File: config.mk
export PLATFORM = sky130hd
export DESIGN_NAME = gated_window_range_averager
export DESIGN_NICKNAME = d
export VERILOG_FILES = /design/src/rtl/gwra_pkg.sv /design/src/rtl/gated_window_range_averager.sv /design/src/rtl/gwra_front.sv /design/src/rtl/gwra_queue.sv /design/src/rtl/gwra_back.sv
export SDC_FILE = /design/constraint.sdc
export NUM_CORES = 1
export LEC_CHECK = 0
export BUFFER_PORTS_ARGS = -buffer_cell sky130_fd_sc_hd__buf_2
export CORE_MARGIN = 5
export CORE_UTILIZATION = 35
export CTS_CLUSTER_DIAMETER = 80
export CTS_CLUSTER_SIZE = 14
export DETAILED_ROUTE_END_ITERATION = 8
export MAX_ROUTING_LAYER = met4
export SYNTH_ARGS = -nofsm -noshare
export SYNTH_HDL_FRONTEND = slang
export SYNTH_SLANG_ARGS = --single-unit
File: constraint.sdc
create_clock -name clk -period 31.4 [get_ports clk]
set_input_delay 9.42 -clock clk [delete_from_list [all_inputs] [get_ports clk]]
set_output_delay 9.42 -clock clk [all_outputs]
set_load 0.02 [all_outputs]
File: src/rtl/gwra_pkg.sv
// ----------------------------------------------------------------------------
// gwra_pkg
// Shared types and constants for the gated window range averager.
// ----------------------------------------------------------------------------
package gwra_pkg;

  // Build-time sizes
  localparam int CAPTURE_DEPTH = 128;
  localparam int SAMPLE_BITS   = 16;

  // Field widths
  localparam int DIST_W  = 16;
  localparam int SUM_W   = 24;
  localparam int CNT_W   = 8;
  localparam int LEN_W   = 8;
  localparam int CAPL_W  = 8;
  localparam int SLOT_W  = 7;
  localparam int MEAN_W  = 24;
  localparam int FRAC_W  = 8;
  localparam int DIVD_W  = SUM_W + FRAC_W;
  localparam int STEP_W  = $clog2(DIVD_W);

  localparam logic [DIST_W-1:0] SAMPLE_MASK =
    (SAMPLE_BITS >= DIST_W) ? {DIST_W{1'b1}} : DIST_W'((64'd1 << SAMPLE_BITS) - 64'd1);
  localparam logic [10:0] CAPTURE_DEPTH_W = 11'(CAPTURE_DEPTH);

  // Register reset values
  localparam logic [DIST_W-1:0] VALID_LIMIT_RST   = 16'd1000;
  localparam logic [LEN_W-1:0]  WINDOW_LENGTH_RST = 8'd20;
  localparam logic [CAPL_W-1:0] CAPTURE_LIMIT_RST = 8'd30;

  // Register indexes (byte address / 4)
  localparam logic [1:0] REG_VALID_LIMIT   = 2'd0;
  localparam logic [1:0] REG_WINDOW_LENGTH = 2'd1;
  localparam logic [1:0] REG_CAPTURE_LIMIT = 2'd2;

  // Job queue
  localparam int QUEUE_DEPTH = 2;
  localparam int QPTR_W      = (QUEUE_DEPTH > 1) ? $clog2(QUEUE_DEPTH) : 1;
  localparam int QCNT_W      = $clog2(QUEUE_DEPTH + 1);

  // One closed window, handed from front to back
  typedef struct packed {
    logic [SUM_W-1:0]  sum;
    logic [CNT_W-1:0]  valid_count;
    logic [CNT_W-1:0]  skip_count;
    logic [SLOT_W-1:0] slot;
    logic              take;
  } job_t;

  typedef struct packed {
    logic full;
    logic empty;
  } queue_status_t;

  typedef enum logic [1:0] {
    B_IDLE,
    B_DIV,
    B_OUT
  } back_state_t;

endpackage

File: src/rtl/gated_window_range_averager.sv
// ----------------------------------------------------------------------------
// gated_window_range_averager
// Gated block average of range samples with capture-slot bookkeeping.
// ----------------------------------------------------------------------------
// Flow: a sample that closes a window is written to the queue at its accepting
//   edge; the back end then pops and loads the job and runs 32 divide steps
//   before the result is valid; an empty window skips the divide.
// Throughput: one sample per cycle while the queue has room; the back
//   end takes one job at a time and no new one until its result is taken.
// Reset: synchronous, active high; clears the window, the capture index,
//   the queue and the divider, and loads the register defaults.
// ----------------------------------------------------------------------------
module gated_window_range_averager (
  input  logic        clk,
  input  logic        rst,
  // Sample stream
  input  logic        s_tvalid,
  output logic        s_tready,
  input  logic [15:0] s_tdata,   // [15:0] distance_mm
  // Result stream
  output logic        m_tvalid,
  input  logic        m_tready,
  output logic [47:0] m_tdata,   // [23:0] mean_q8, [31:24] valid_in_window,
                                 // [39:32] skipped_in_window, [46:40] capture_slot
  output logic [1:0]  m_tuser,   // [0] no_valid, [1] captured
  // Configuration
  input  logic        psel,
  input  logic        penable,
  input  logic        pwrite,
  input  logic [3:0]  paddr,
  input  logic [31:0] pwdata,
  output logic [31:0] prdata,
  output logic        pready
);
  import gwra_pkg::*;

  logic [DIST_W-1:0] valid_limit;
  logic [LEN_W-1:0]  window_length;
  logic [CAPL_W-1:0] capture_limit;
  logic              cfg_wr;
  logic [1:0]        reg_index;

  logic              push;
  job_t              push_job;
  logic              pop;
  job_t              pop_job;
  queue_status_t     q_status;

  // Register file: index is the word address, writes past the list are dropped
  assign pready    = 1'b1;
  assign reg_index = paddr[3:2];
  assign cfg_wr    = psel && penable && pwrite && pready;

  always_ff @(posedge clk) begin
    if (rst) begin
      valid_limit   <= VALID_LIMIT_RST;
      window_length <= WINDOW_LENGTH_RST;
      capture_limit <= CAPTURE_LIMIT_RST;
    end else if (cfg_wr) begin
      unique case (reg_index)
        REG_VALID_LIMIT:   valid_limit   <= pwdata[DIST_W-1:0];
        REG_WINDOW_LENGTH: window_length <= pwdata[LEN_W-1:0];
        REG_CAPTURE_LIMIT: capture_limit <= pwdata[CAPL_W-1:0];
        default: ;
      endcase
    end
  end

  always_comb begin
    unique case (reg_index)
      REG_VALID_LIMIT:   prdata = {16'd0, valid_limit};
      REG_WINDOW_LENGTH: prdata = {24'd0, window_length};
      REG_CAPTURE_LIMIT: prdata = {24'd0, capture_limit};
      default:           prdata = '0;
    endcase
  end

  // Front end: gating, accumulation, window close and capture index
  gwra_front u_front (
    .clk           (clk),
    .rst           (rst),
    .s_tvalid      (s_tvalid),
    .s_tready      (s_tready),
    .s_tdata       (s_tdata),
    .valid_limit   (valid_limit),
    .window_length (window_length),
    .capture_limit (capture_limit),
    .q_status      (q_status),
    .push          (push),
    .push_job      (push_job)
  );

  // Closed windows wait here while the divider is busy
  gwra_queue u_queue (
    .clk      (clk),
    .rst      (rst),
    .push     (push),
    .push_job (push_job),
    .pop      (pop),
    .pop_job  (pop_job),
    .status   (q_status)
  );

  // Back end: mean by serial division, then the output transaction
  gwra_back u_back (
    .clk      (clk),
    .rst      (rst),
    .q_status (q_status),
    .pop_job  (pop_job),
    .pop      (pop),
    .m_tvalid (m_tvalid),
    .m_tready (m_tready),
    .m_tdata  (m_tdata),
    .m_tuser  (m_tuser)
  );

endmodule

File: src/rtl/gwra_front.sv
// ----------------------------------------------------------------------------
// gwra_front
// Accepts samples, gates them against the limit, accumulates the window and
// queues one job per closed window together with its capture slot.
// ----------------------------------------------------------------------------
module gwra_front (
  input  logic                          clk,
  input  logic                          rst,
  input  logic                          s_tvalid,
  output logic                          s_tready,
  input  logic [gwra_pkg::DIST_W-1:0]   s_tdata,
  input  logic [gwra_pkg::DIST_W-1:0]   valid_limit,
  input  logic [gwra_pkg::LEN_W-1:0]    window_length,
  input  logic [gwra_pkg::CAPL_W-1:0]   capture_limit,
  input  gwra_pkg::queue_status_t       q_status,
  output logic                          push,
  output gwra_pkg::job_t                push_job
);
  import gwra_pkg::*;

  logic [SUM_W-1:0]  window_sum;
  logic [CNT_W-1:0]  valid_count;
  logic [CNT_W-1:0]  skip_count;
  logic [CAPL_W-1:0] capture_index;

  logic [DIST_W-1:0] sample;
  logic              is_valid;
  logic [SUM_W:0]    sum_ext;
  logic [SUM_W-1:0]  sum_next;
  logic [CNT_W-1:0]  valid_next;
  logic [CNT_W-1:0]  skip_next;
  logic [CNT_W:0]    total;
  logic              close;
  logic              take;
  logic              accept;

  assign s_tready = !q_status.full;
  assign accept   = s_tvalid && s_tready;

  assign sample   = s_tdata & SAMPLE_MASK;
  assign is_valid = sample < valid_limit;
  assign sum_ext  = {1'b0, window_sum} + (SUM_W+1)'(sample);

  always_comb begin
    sum_next   = window_sum;
    valid_next = valid_count;
    skip_next  = skip_count;
    if (is_valid) begin
      sum_next = sum_ext[SUM_W] ? {SUM_W{1'b1}} : sum_ext[SUM_W-1:0];
      if (valid_count != {CNT_W{1'b1}}) valid_next = valid_count + CNT_W'(1);
    end else begin
      if (skip_count != {CNT_W{1'b1}}) skip_next = skip_count + CNT_W'(1);
    end
  end

  assign total = (CNT_W+1)'(valid_next) + (CNT_W+1)'(skip_next);
  assign close = total >= (CNT_W+1)'(window_length);
  assign take  = (capture_index < capture_limit) &&
                 (11'(capture_index) < CAPTURE_DEPTH_W);

  assign push                 = accept && close;
  assign push_job.sum         = sum_next;
  assign push_job.valid_count = valid_next;
  assign push_job.skip_count  = skip_next;
  assign push_job.slot        = take ? capture_index[SLOT_W-1:0] : '0;
  assign push_job.take        = take;

  always_ff @(posedge clk) begin
    if (rst) begin
      window_sum    <= '0;
      valid_count   <= '0;
      skip_count    <= '0;
      capture_index <= '0;
    end else if (accept) begin
      if (close) begin
        window_sum  <= '0;
        valid_count <= '0;
        skip_count  <= '0;
        if (take) capture_index <= capture_index + CAPL_W'(1);
      end else begin
        window_sum  <= sum_next;
        valid_count <= valid_next;
        skip_count  <= skip_next;
      end
    end
  end

endmodule

File: src/rtl/gwra_queue.sv
// ----------------------------------------------------------------------------
// gwra_queue
// Short job queue that lets the front and the divider stall independently.
// ----------------------------------------------------------------------------
module gwra_queue (
  input  logic                    clk,
  input  logic                    rst,
  input  logic                    push,
  input  gwra_pkg::job_t          push_job,
  input  logic                    pop,
  output gwra_pkg::job_t          pop_job,
  output gwra_pkg::queue_status_t status
);
  import gwra_pkg::*;

  job_t              entries [QUEUE_DEPTH];
  logic [QPTR_W-1:0] wr_ptr;
  logic [QPTR_W-1:0] rd_ptr;
  logic [QCNT_W-1:0] count;
  logic              do_push;
  logic              do_pop;

  assign status.full  = count == QCNT_W'(QUEUE_DEPTH);
  assign status.empty = count == '0;
  assign do_push      = push && !status.full;
  assign do_pop       = pop && !status.empty;
  assign pop_job      = entries[rd_ptr];

  function automatic logic [QPTR_W-1:0] ptr_inc(input logic [QPTR_W-1:0] p);
    ptr_inc = (p == QPTR_W'(QUEUE_DEPTH - 1)) ? '0 : p + QPTR_W'(1);
  endfunction

  always_ff @(posedge clk) begin
    if (do_push) entries[wr_ptr] <= push_job;
  end

  always_ff @(posedge clk) begin
    if (rst) begin
      wr_ptr <= '0;
      rd_ptr <= '0;
      count  <= '0;
    end else begin
      if (do_push) wr_ptr <= ptr_inc(wr_ptr);
      if (do_pop)  rd_ptr <= ptr_inc(rd_ptr);
      if (do_push && !do_pop)      count <= count + QCNT_W'(1);
      else if (do_pop && !do_push) count <= count - QCNT_W'(1);
    end
  end

endmodule

File: src/rtl/gwra_back.sv
// ----------------------------------------------------------------------------
// gwra_back
// Takes one job at a time, divides sum*256 by the valid count one quotient
// bit per cycle and holds the result in the output register.
// ----------------------------------------------------------------------------
module gwra_back (
  input  logic                    clk,
  input  logic                    rst,
  input  gwra_pkg::queue_status_t q_status,
  input  gwra_pkg::job_t          pop_job,
  output logic                    pop,
  output logic                    m_tvalid,
  input  logic                    m_tready,
  output logic [47:0]             m_tdata,
  output logic [1:0]              m_tuser
);
  import gwra_pkg::*;

  back_state_t       state;
  back_state_t       state_next;
  logic              load;
  logic              finish;

  job_t              job;
  logic [CNT_W-1:0]  rem;
  logic [DIVD_W-1:0] dq;
  logic [STEP_W-1:0] step;
  logic [MEAN_W-1:0] mean_q8;

  logic [CNT_W:0]    trial;
  logic              qbit;
  logic [CNT_W:0]    trial_sub;
  logic [DIVD_W-1:0] dq_next;

  always_ff @(posedge clk) begin
    if (rst) state <= B_IDLE;
    else     state <= state_next;
  end

  always_comb begin
    state_next = state;
    pop        = 1'b0;
    load       = 1'b0;
    finish     = 1'b0;
    unique case (state)
      B_IDLE: begin
        if (!q_status.empty) begin
          pop  = 1'b1;
          load = 1'b1;
          state_next = (pop_job.valid_count == '0) ? B_OUT : B_DIV;
        end
      end
      B_DIV: begin
        if (step == STEP_W'(DIVD_W - 1)) begin
          finish     = 1'b1;
          state_next = B_OUT;
        end
      end
      B_OUT: begin
        if (m_tready) state_next = B_IDLE;
      end
      default: state_next = B_IDLE;
    endcase
  end

  // Restoring division step: remainder stays below the 8-bit divisor
  assign trial     = {rem, dq[DIVD_W-1]};
  assign qbit      = trial >= {1'b0, job.valid_count};
  assign trial_sub = trial - {1'b0, job.valid_count};
  assign dq_next   = {dq[DIVD_W-2:0], qbit};

  always_ff @(posedge clk) begin
    if (load) begin
      job     <= pop_job;
      rem     <= '0;
      dq      <= {pop_job.sum, {FRAC_W{1'b0}}};
      step    <= '0;
      mean_q8 <= '0;
    end else if (state == B_DIV) begin
      rem  <= qbit ? trial_sub[CNT_W-1:0] : trial[CNT_W-1:0];
      dq   <= dq_next;
      step <= step + STEP_W'(1);
      if (finish) begin
        mean_q8 <= (dq_next[DIVD_W-1:MEAN_W] != '0) ? {MEAN_W{1'b1}}
                                                    : dq_next[MEAN_W-1:0];
      end
    end
  end

  assign m_tvalid = state == B_OUT;
  assign m_tdata  = {1'b0, job.slot, job.skip_count, job.valid_count, mean_q8};
  assign m_tuser  = {job.take, job.valid_count == '0};

endmodule
==> Yosys cells after proc, flatten, opt, wreduce, memory -nomap -nowiden <==
Memories as Yosys holds them, arrays and structs flattened. A register that Yosys moved wholly into a read port is not among the register bits.
Cells that the tools add are included.
{ "totals": {"elab_cells": 107, "input_bits": 59, "output_inout_bits": 85, "mem_count": 1, "ram_bits": 96, "ff_bits": 179} }
{ "op_classes": {"n_mux": 32, "n_eq_ne": 11, "n_addsub": 11, "reduce_logical": 27, "n_lt_le_gt_ge": 5} }
{ "mem_list": {"columns": ["name", "depth", "word_bits", "read_ports", "rd_ports_with_merged_regs", "wr", "line", "source"], "rows": [
  ["u_queue.entries", 2, 48, 1, 1, 1, "gwra_queue.sv:16", "job_t entries [QUEUE_DEPTH];"]
]} }
{ "op_table": {"columns": ["operator", "n"], "rows": [
  ["2-to-1 mux 24 bit", 4],
  ["2-to-1 mux 32 bit", 2],
  ["2-to-1 mux 8 bit", 7],
  ["case mux 16 bit (3 select lines)", 1],
  ["adder 24 x 16 -> 25 bit", 1],
  ["adder 8 x 1 -> 8 bit, second input constant", 3],
  ["greater-or-equal comparator 9 x 8 -> 1 bit", 2],
  ["zero test 8 bit", 2],
  ["< comparator 16 bit", 1],
  ["inequality test 8 bit, second input constant", 2],
  ["2-to-1 mux 2 bit", 6],
  ["2-to-1 mux 1 bit", 10],
  ["adder 8 x 8 -> 9 bit", 1],
  ["logical AND 1 bit", 9],
  ["< comparator 8 bit", 1],
  ["< comparator 8 bit, second input constant", 1],
  ["AND reduction 2 bit", 4],
  ["nonzero test 8 bit", 1],
  ["subtractor 8 bit", 1],
  ["2-to-1 mux 7 bit", 1],
  ["== test 2 bit, second input constant", 3],
  ["zero test 2 bit", 3],
  ["case mux 2 bit (3 select lines)", 1],
  ["AND reduction 3 bit", 2],
  ["other kinds (10)", 17]
]} }

==> Logic depth before layout (Yosys ltp) <==
Gate-level depths: netlist of run 1.
{ "logic_depth": {"depth_word": 11, "ltp_mapped": 29, "depth_no_buf": 28} }

==> Cells and area by module <==
A second synthesis of run 1 with hierarchy kept.
{ "unflattened": {"hier_cells": 1311, "area_unflattened_um2": 13802.0} }
{ "modules_own_cells": {"columns": ["module", "area_each_um2", "cells_per_inst", "seq_area_each_um2", "n_inst"], "rows": [
  ["gwra_front", 4435.5, 571, 960.9, 1],
  ["gwra_back", 3967.6, 378, 2382.3, 1],
  ["gwra_queue", 3681.0, 174, 2982.9, 1],
  ["gated_window_range_averager", 1717.9, 188, 640.6, 1]
]} }

==> Worst setup path before layout of run 1 <==
No wires, ideal clock.
{ "synth_path": {"path_type": "input-to-output", "start": "input paddr[2]", "end": "output prdata[5]", "path_stages": 4, "t_arrival_ns": 10.715, "path_slack_ns": 11.265, "n_path_buf": 2, "required_ns": 21.980, "path_cell_list": "buf_1 clkbuf_1 mux2i_1 o21ai_0"} }
{ "synth_between": {"elab_chain_cells": 2, "elab_cells_between_ends": 4, "cone_classes": "eq/ne: 2; mux: 1; reduce/logical: 1"} }
{ "synth_rtl": {"columns": ["item", "line", "source"], "rows": [
  ["start: declaration", "gated_window_range_averager.sv:30", "input logic [3:0] paddr,"],
  ["== test 2 bit, or another cell as far along", "gated_window_range_averager.sv:70", "unique case (reg_index)"],
  ["case mux 16 bit (3 select lines) (*)", "gated_window_range_averager.sv:70", null],
  ["end: declaration", "gated_window_range_averager.sv:32", "output logic [31:0] prdata,"]
]} }
Every way passes the cells marked *; elsewhere a longest branch is shown, timed or not.

==> Final worst setup path of run 1 <==
{ "layout_path": {"start": "input paddr[3]", "end": "output prdata[5]"} }
The elaborated chain is that of the path after synthesis.

==> results.py, run 1 <==
metrics = {
    "clock_network": {
        "path_clk_slew_ps": 50,
        "htreeDepth": 1,
        "cts_root_buf": "clkbuf_16",
        "cts_tree": "done",
        "clock_sinks": 276,
        "insertion_delay_ps": 530,
        "cts_setup_buffers": 0,
        "clock_path_buffers": 3,
        "ctsHoldBuffers": 0,
        "ctsResizeCount": 0,
        "numCtsBuffers": 25,
    },
    "power": {
        "ir_drop_mv": 0.0388,
        "pwr-share-comb": 0.236,
        "switchingPower_mw": 0.308,
        "power_density_nw_per_um2": 64.2,
        "p_seq_frac": 0.475,
        "p_leak_nw": 6.04,
        "pwr-share-clk": 0.289,
        "switching_share": 0.316,
        "p_int_mw": 0.669,
    },
    "sta": {
        "min_period_over_period": 0.641,
        "setup_tns_ps": 0,
        "hold_violations": 0,
        "timing.final.crit_period_ps": 20130,
        "maxSlewHeadroom": 0.277,
        "setup_viol": 0,
        "rsz0062_at_grt": "no",
        "skew_ps": 14.6,
        "drv_slew": 0,
        "worst-slew-pin-transition_ps": 1080,
        "clock.fmax_mhz": 49.7,
    },
    "logic_synthesis": {
        "synth_common_cells": "144 x edfxtp_1, 132 x dfxtp_1, 131 x nor2_1",
        "yosysTopAreaCellShare": 0.321,
        "synth_most_common_cell": "edfxtp_1",
        "ys_async_sr_fraction": 0,
        "synth_area_leaders": "edfxtp_1 32%, dfxtp_1 20%, ha_1 6.2%",
        "synth_seq_cells": 276,
        "synth_largest_area_cell": "edfxtp_1",
        "ys.flop_type": "edfxtp_1",
        "ys_warn_count": 0,
        "synth.distinct_cells": 73,
        "avgSynthCellArea_um2": 10.3,
        "synthesis.area_um2": 13500,
        "synth-seq-area-share": 0.517,
        "netlist_instances": 1313,
        "synth_edf_count": 144,
    },
    "global_routing": {
        "grt_pass1_wl_um": 49700,
        "grt_pass1_vias": 9199,
        "grt_max_degree": 62,
        "grt_overflow": 0,
        "antenna_found_initial": 1,
        "track_usage": 0.147,
    },
    "route": {
        "firstDrtPassIters": 5,
        "drtIter0Drc": 722,
        "postRouteAntennaNets": 0,
        "wire_per_inst_um": 16.0,
        "routed_via_density": 4.99,
        "vias": 9667,
        "wirelength_um": 31000,
        "drc_errors": 0,
    },
    "worst_setup_path": {
        "cpPeakStageDelay_ps": 500,
        "r2r-end": "u_queue.entries[1][5]",
        "r2r-start": "valid_limit[15]",
        "reg2reg_slack_ps": 24740,
        "end_kind": "output port",
        "setup.worst_path.start": "paddr[3]",
        "start_kind": "input port",
        "path_cells": "buf_2 > nor2b_1 > nand2_1 > o21ai_0 > buf_2",
        "cp.arrival_ps": 10710,
        "cp_num_buf_inv": 2,
        "cp.required_ps": 21980,
        "crit_top_cell": "buf_2",
        "endpoint": "prdata[5]",
        "slowest_stage": "nor2b_1",
        "path_depth": 5,
        "path_max_fanout": 21,
        "path_delay_family": "simple AND/OR/NAND/NOR gates",
        "r2r_cells": 25,
        "crit_type": "input port to output port",
    },
    "cells_and_area": {
        "drive_above_1_share": 0.152,
        "fin_nets": 1529,
        "fin_util": 0.397,
        "area_growth_pct": 12.8,
    },
    "worst_hold_path": {
        "min_from": "valid_limit[12]",
        "hp-class": "flip-flop to flip-flop",
    },
    "floorplanning": {
        "initial_core_util": 0.351,
        "die_w_um": 206,
        "fp.dieH_um": 206,
        "rows": 72,
        "io_pins": 144,
        "core_um2": 38400,
        "die-area_um2": 42600,
    },
    "placed_design": {
        "hpwlAfterDp_um": 22000,
        "io_buffers": 107,
        "gp_congestion": 0.891,
    },
    "flow_run": {
        "maxCapViolations": 0,
    },
    "run_status": {
        "status": "finished clean",
    },
}
-- cell families after synthesis --
kind of cell / count (synthesis) / synth area share
xor+xnor: 40 / 0.0265
compound gates: 287 / 0.137
mux: 80 / 0.0627
buf+inv: 141 / 0.0467
fa+ha+maj: 70 / 0.0666
simple gates: 417 / 0.143
other cells: 2 / 0.000557
flops: 276 / 0.517
-- tightest hold or removal path, stage by stage, from the launching register on --
cell and delay, ps:
dfxtp_1 310, nand2_1 50, a21oi_1 50
-- state kept, by name, indices dropped and copies added (netlist names), named ones only --
register / cells
capture_limit: 8
u_back.dq: 32
u_back.m_tdata: 23
u_back.m_tuser: 1
u_back.mean_q8: 24
u_back.rem: 8
u_back.state: 2
u_back.step: 5
u_front.capture_index: 8
u_front.skip_count: 8
u_front.valid_count: 8
u_front.window_sum: 24
u_queue.count: 2
u_queue.entries: 96
u_queue.rd_ptr: 1
u_queue.wr_ptr: 1
valid_limit: 16
window_length: 8
-- how the worst min path moves through the flow --
stage,to,slack [ps],cells past startpoint
CTS,valid_limit[10],460,2
global route,u_back.rem[7],480,2
floorplan,u_back.rem[7],430,2
detailed placement,u_back.rem[7],440,2
global placement,u_back.dq[1],440,2
finish,valid_limit[12],450,2
-- layer usage --
metal	share of wire	wire, µm	global-route usage
met2	0.43	13400	0.222
met5	0	0	-
met3	0.046	1420	0.0212
met4	0.026	803	0.0385
met1	0.50	15300	0.210
-- metrics by stage --
stage          instances  cell area (µm²)  hold slack [ps]  setup WS (ps)  power [mW]
6_report            1937            15200              454          11270       0.977
5_1_grt             1937            15200              477          11160        1.04
4_1_cts             1936            15200              456          11320       0.991
3_5_place_dp        1891            14500              444          11330       0.705
3_3_place_gp        1891            14500              441          11320       0.700
2_1_floorplan       1329            13500              426          11270       0.648
-- power groups by stage --
stage / combinational (mW) / sequential [mW] / clock (mW)
after global placement: 0.228 / 0.472 / 0
after CTS: 0.234 / 0.465 / 0.292
final: 0.231 / 0.464 / 0.282
after floorplan: 0.163 / 0.486 / 0
after detailed placement: 0.233 / 0.472 / 0
after global routing: 0.259 / 0.470 / 0.310
-- cell type report --
| cell class | count | area [µm²] |
|---|---|---|
| multi-input cells | 912 | 5980 |
| diodes | 1 | 2.50 |
| fillers | 3850 | 23200 |
| repair buffers | 123 | 656 |
| clock buffers | 39 | 678 |
| clock inverters | 6 | 50.0 |
| flip-flops and latches | 276 | 6970 |
| inverters | 62 | 233 |
| well taps | 518 | 648 |
-- cell usage in the layout (no fill, tap or decap), types with 7 or more instances in the layout --
master,count
xor2_1,20
mux2_2,36
nor2b_1,12
nor3_1,18
and3_1,7
ha_1,67
clkbuf_1,14
a22o_1,19
and2_1,8
o21a_1,7
nor4_1,10
conb_1,18
or3_1,7
a211o_1,15
inv_1,61
buf_2,107
nor2_1,130
nand2_1,129
a211oi_1,9
o31ai_1,8
buf_4,16
clkbuf_16,25
mux2i_1,44
edfxtp_1,144
nand4_1,10
nand3_1,43
dfxtp_1,131
o21ai_0,87
xnor2_1,19
nand2b_1,12
a21oi_1,78
a21o_1,18
Note: power is estimated with default switching activity, not from simulation.
==> run 2, diff against run 1 <==
==> constraint.sdc (replaced) <==
create_clock -name clk -period 16.7 [get_ports clk]
set_input_delay 5.01 -clock clk [delete_from_list [all_inputs] [get_ports clk]]
set_output_delay 5.01 -clock clk [all_outputs]
set_load 0.02 [all_outputs]
==> results.py, run 2 (synthesized netlist as in run 1, its figures left out) <==
metrics = {
    "placed_design": {
        "hpwlAfterDp_um": 22000,
        "gp_congestion": 0.936,
        "pre_cts_slack_ps": 5170,
        "io_buffers": 107,
    },
    "cells_and_area": {
        "final_cell_mix": "144 x edfxtp_1, 131 x dfxtp_1, 130 x nor2_1, 129 x nand2_1, 107 x buf_2",
        "layout_commonest_cell": "edfxtp_1",
        "drive_above_1_share": 0.152,
        "largest_register_ffs": 96,
        "seqCellArea_um2": 6970,
        "multi_input_area_um2": 5980,
        "area_growth_pct": 13.2,
        "fin_nets": 1530,
        "biggestRegsByFlops": "u_queue.entries x96, u_back.dq x32",
        "n_fill_cell": 3819,
        "top_register": "u_queue.entries",
    },
    "clock_network": {
        "cts_setup_buffers": 0,
        "ctsHoldBuffers": 0,
        "clock_sinks": 276,
        "htreeDepth": 1,
        "cts_root_buf": "clkbuf_16",
        "path_clk_slew_ps": 70,
        "cts_tree": "done",
        "insertion_delay_ps": 540,
        "ctsResizeCount": 0,
        "numCtsBuffers": 26,
        "clock_path_buffers": 3,
    },
    "global_routing": {
        "antenna_found_initial": 1,
        "grt_pass1_wl_um": 50100,
        "grt_overflow": 0,
        "grt_max_degree": 61,
        "track_usage": 0.148,
        "grt_pass1_vias": 9380,
    },
    "worst_setup_path": {
        "path_max_fanout": 21,
        "r2r_cells": 27,
        "end_kind": "output port",
        "cp.arrival_ps": 6380,
        "start_kind": "input port",
        "r2r-end": "u_queue.entries[1][11]",
        "reg2reg_slack_ps": 9910,
        "r2r-start": "valid_limit[14]",
        "cp.required_ps": 11690,
        "crit_type": "input port to output port",
    },
    "power": {
        "power.total_mw": 1.95,
        "switchingPower_mw": 0.645,
        "p_seq_frac": 0.458,
        "pwr-share-clk": 0.286,
        "ir_drop_mv": 0.0814,
        "switching_share": 0.331,
        "p_int_mw": 1.31,
        "power_density_nw_per_um2": 128,
        "p_leak_nw": 6.09,
        "pwr-share-comb": 0.256,
    },
    "sta": {
        "min_period_over_period": 0.682,
        "setup_tns_ps": 0,
        "rsz0062_at_grt": "no",
        "maxSlewHeadroom": 0.275,
        "timing.final.ws_setup_ps": 5310,
        "skew_ps": 12.6,
        "timing.final.crit_period_ps": 11390,
        "clock.fmax_mhz": 87.8,
        "drv_slew": 0,
        "hold_violations": 0,
        "worst-slew-pin-transition_ps": 1090,
        "setup_viol": 0,
    },
    "route": {
        "drtIter0Drc": 555,
        "drc_errors": 0,
        "wire_per_inst_um": 16.0,
        "wirelength_um": 31000,
        "firstDrtPassIters": 5,
        "routed_via_density": 5.02,
        "vias": 9733,
        "postRouteAntennaNets": 0,
    },
    "floorplanning": {
        "io_pins": 144,
        "die-area_um2": 42600,
        "initial_core_util": 0.351,
        "core_um2": 38400,
        "fp.dieH_um": 206,
        "die_w_um": 206,
        "rows": 72,
    },
    "worst_hold_path": {
        "min_from": "u_back.dq[5]",
        "whs_endpoint": "u_back.dq[6]",
        "worstHoldPathCells": 2,
        "hp-class": "flip-flop to flip-flop",
    },
    "flow_run": {
        "maxCapViolations": 0,
    },
    "run_status": {
        "status": "finished clean",
    },
}
[run 2: worst max-delay path, stage by stage]
cell     delay, ps
buf_2          340
nor2b_1        510
nand2_1        120
o21ai_0        160
buf_2          240
[run 2: area by class of cell]
cell class                      instances  area share
Multi-Input combinational cell        912       0.392
Tap cell                              518      0.0424
Clock inverter                          6     0.00508
Antenna cell                            1    0.000164
Sequential cell                       276       0.456
Timing Repair Buffer                  123      0.0429
Inverter                               62      0.0152
Clock buffer                           40      0.0460
[run 2: layer usage]
layer,vias to the layer above,GRT usage,part of all wire
met5,-,-,0
li1,4861,-,-
met1,4607,0.207,0.49
met2,208,0.224,0.44
met3,57,0.0199,0.044
met4,0,0.0459,0.031
[run 2: through the flow]
step	utilization	instance area, µm²	instances	hold slack [ps]
floorplan	-	13500	1329	426
global placement	0.378	14500	1891	440
detailed placement	0.378	14500	1891	450
CTS	0.398	15300	1937	459
global route	0.398	15300	1938	479
finish	0.398	15300	1938	456
[run 2: power by group through the flow]
stage	Combinational, mW	Sequential, mW	Clock, mW
detailed placement	0.508	0.909	0
CTS	0.510	0.894	0.577
global route	0.558	0.904	0.605
finish	0.500	0.893	0.557
floorplan	0.361	0.917	0
global placement	0.496	0.908	0
[run 2: worst max-delay path by stage]
stage                 from                     to
2_1_floorplan  s_tdata[14]  u_queue.entries[0][0]
3_3_place_gp   s_tdata[14]  u_queue.entries[1][4]
3_5_place_dp   s_tdata[14]  u_queue.entries[1][4]
4_1_cts           paddr[3]              prdata[5]
5_1_grt           paddr[3]              prdata[5]
6_report          paddr[3]              prdata[5]
==> run 3, diff against run 2 <==
==> constraint.sdc (replaced) <==
create_clock -name clk -period 11.4 [get_ports clk]
set_input_delay 3.42 -clock clk [delete_from_list [all_inputs] [get_ports clk]]
set_output_delay 3.42 -clock clk [all_outputs]
set_load 0.02 [all_outputs]
==> results.py, run 3 (synthesized netlist as in run 1, its figures left out) <==
metrics = {
    "clock_network": {
        "ctsHoldBuffers": 0,
        "insertion_delay_ps": 540,
        "htreeDepth": 1,
        "ctsResizeCount": 0,
        "cts_root_buf": "clkbuf_16",
        "clock_sinks": 276,
        "cts_tree": "done",
        "numCtsBuffers": 24,
        "path_clk_slew_ps": 70,
        "clock_path_buffers": 3,
        "cts_setup_buffers": 0,
    },
    "worst_setup_path": {
        "crit_type": "input port to flip-flop",
        "r2r-start": "valid_limit[14]",
        "setup.worst_path.start": "s_tdata[15]",
        "reg2reg_slack_ps": 4780,
        "path_max_fanout": 31,
        "start_kind": "input port",
        "cp.arrival_ps": 9380,
        "end_kind": "flip-flop",
        "cp.required_ps": 11590,
    },
    "sta": {
        "min_period_over_period": 0.806,
        "setup_tns_ps": 0,
        "rsz0062_at_grt": "no",
        "clock.fmax_mhz": 109,
        "drv_slew": 0,
        "maxSlewHeadroom": 0.268,
        "worst-slew-pin-transition_ps": 1100,
        "hold_violations": 0,
        "timing.final.crit_period_ps": 9190,
        "setup_viol": 0,
        "skew_ps": 30.0,
    },
    "floorplanning": {
        "initial_core_util": 0.351,
        "io_pins": 144,
        "die_w_um": 206,
        "core_um2": 38400,
        "rows": 72,
        "fp.dieH_um": 206,
        "die-area_um2": 42600,
    },
    "cells_and_area": {
        "drive_above_1_share": 0.150,
        "biggestRegsByFlops": "u_queue.entries x96, u_back.dq x32",
        "final_cell_mix": "144 x edfxtp_1, 131 x dfxtp_1, 130 x nor2_1, 129 x nand2_1, 107 x buf_2",
        "layoutNonFillerInstCount": 1936,
        "fin_nets": 1528,
        "top_register": "u_queue.entries",
        "largest_register_ffs": 96,
        "area_growth_pct": 12.7,
        "layout_commonest_cell": "edfxtp_1",
    },
    "placed_design": {
        "gp_congestion": 0.928,
        "io_buffers": 107,
        "place_inst": 1891,
        "hpwlAfterDp_um": 21900,
    },
    "route": {
        "wire_per_inst_um": 16.0,
        "vias": 9698,
        "drc_errors": 0,
        "postRouteAntennaNets": 0,
        "firstDrtPassIters": 5,
        "routed_via_density": 5.01,
        "wirelength_um": 31000,
        "drtIter0Drc": 573,
    },
    "run_status": {
        "status": "finished clean",
    },
    "power": {
        "pwr-share-clk": 0.276,
        "p_seq_frac": 0.465,
        "switching_share": 0.331,
        "p_int_mw": 1.88,
        "p_leak_nw": 6.05,
        "power_density_nw_per_um2": 185,
        "ir_drop_mv": 0.122,
        "pwr-share-comb": 0.259,
        "switchingPower_mw": 0.931,
    },
    "global_routing": {
        "grt_max_degree": 81,
        "grt_pass1_vias": 9382,
        "track_usage": 0.148,
        "grt_overflow": 0,
        "antenna_found_initial": 1,
        "grt_pass1_wl_um": 50000,
    },
    "worst_hold_path": {
        "min_from": "u_back.dq[1]",
        "hp-class": "flip-flop to flip-flop",
    },
    "flow_run": {
        "maxCapViolations": 0,
    },
}
## run 3: changes by cell type in the layout (fill, tap and decap cells not counted)
cell       change
clkbuf_1       +2
clkbuf_16      -2
clkinv_8       -2
clkbuf_8       +1
inv_6          -1
## run 3: layer usage
metal | vias to the layer above | share of wire | routed length, µm | global-route usage
li1 | 4860 | - | - | -
met1 | 4615 | 0.49 | 15100 | 0.206
met2 | 189 | 0.45 | 14000 | 0.231
met3 | 34 | 0.047 | 1450 | 0.0224
met4 | 0 | 0.017 | 513 | 0.0295
met5 | - | 0 | 0 | -
## run 3: layout make-up
cell class	instances	area, µm²
clock buffers	41	674
diodes	1	2.50
clock inverters	3	36.3
multi-input cells	912	5980
inverters	62	233
repair buffers	123	656
fillers	3837	23200
well taps	518	648
flip-flops and latches	276	6970
## run 3: power groups by stage
stage	combinational, mW	clock (mW)	sequential (mW)
final	0.729	0.777	1.31
after floorplan	0.529	0	1.34
after global placement	0.725	0	1.33
after detailed placement	0.739	0	1.33
after CTS	0.742	0.803	1.31
after global routing	0.818	0.845	1.33
## run 3: critical path, cell delays in order
cell and delay (ps):
buf_2 130, ha_1 310, nand4_1 130, a211o_1 340
o21a_1 330, a31oi_1 390, mux2_2 470, fa_1 470
a21o_1 260, a21oi_1 190, a22oi_2 100, o22ai_1 180
nor2_1 100, nand3_1 90, nand2_1 70, xor2_1 160
ha_1 310, a21o_1 120, a211oi_1 60, o211a_1 140
o21a_1 110, buf_4 240, nor2_4 230, and2_2 570
buf_4 440
## run 3: through the flow
| step | total power [mW] | setup WS [ps] | instance area (µm²) | hold WS (ps) | utilization |
|---|---|---|---|---|---|
| 2_1_floorplan | 1.87 | 48.7 | 13500 | 426 | - |
| 3_3_place_gp | 2.06 | 1740 | 14500 | 443 | 0.378 |
| 3_5_place_dp | 2.07 | 1640 | 14500 | 444 | 0.378 |
| 4_1_cts | 2.86 | 2160 | 15200 | 453 | 0.396 |
| 5_1_grt | 2.99 | 1850 | 15200 | 461 | 0.396 |
| 6_report | 2.82 | 2210 | 15200 | 453 | 0.396 |
## run 3: path summary, 6_finish.rpt
path	cells after the start	to
setup / recovery	25	u_queue.entries[1][6]
hold reg to reg	2	u_back.dq[2]
setup reg to reg	25	u_queue.entries[1][6]
hold / removal	2	u_back.dq[2]
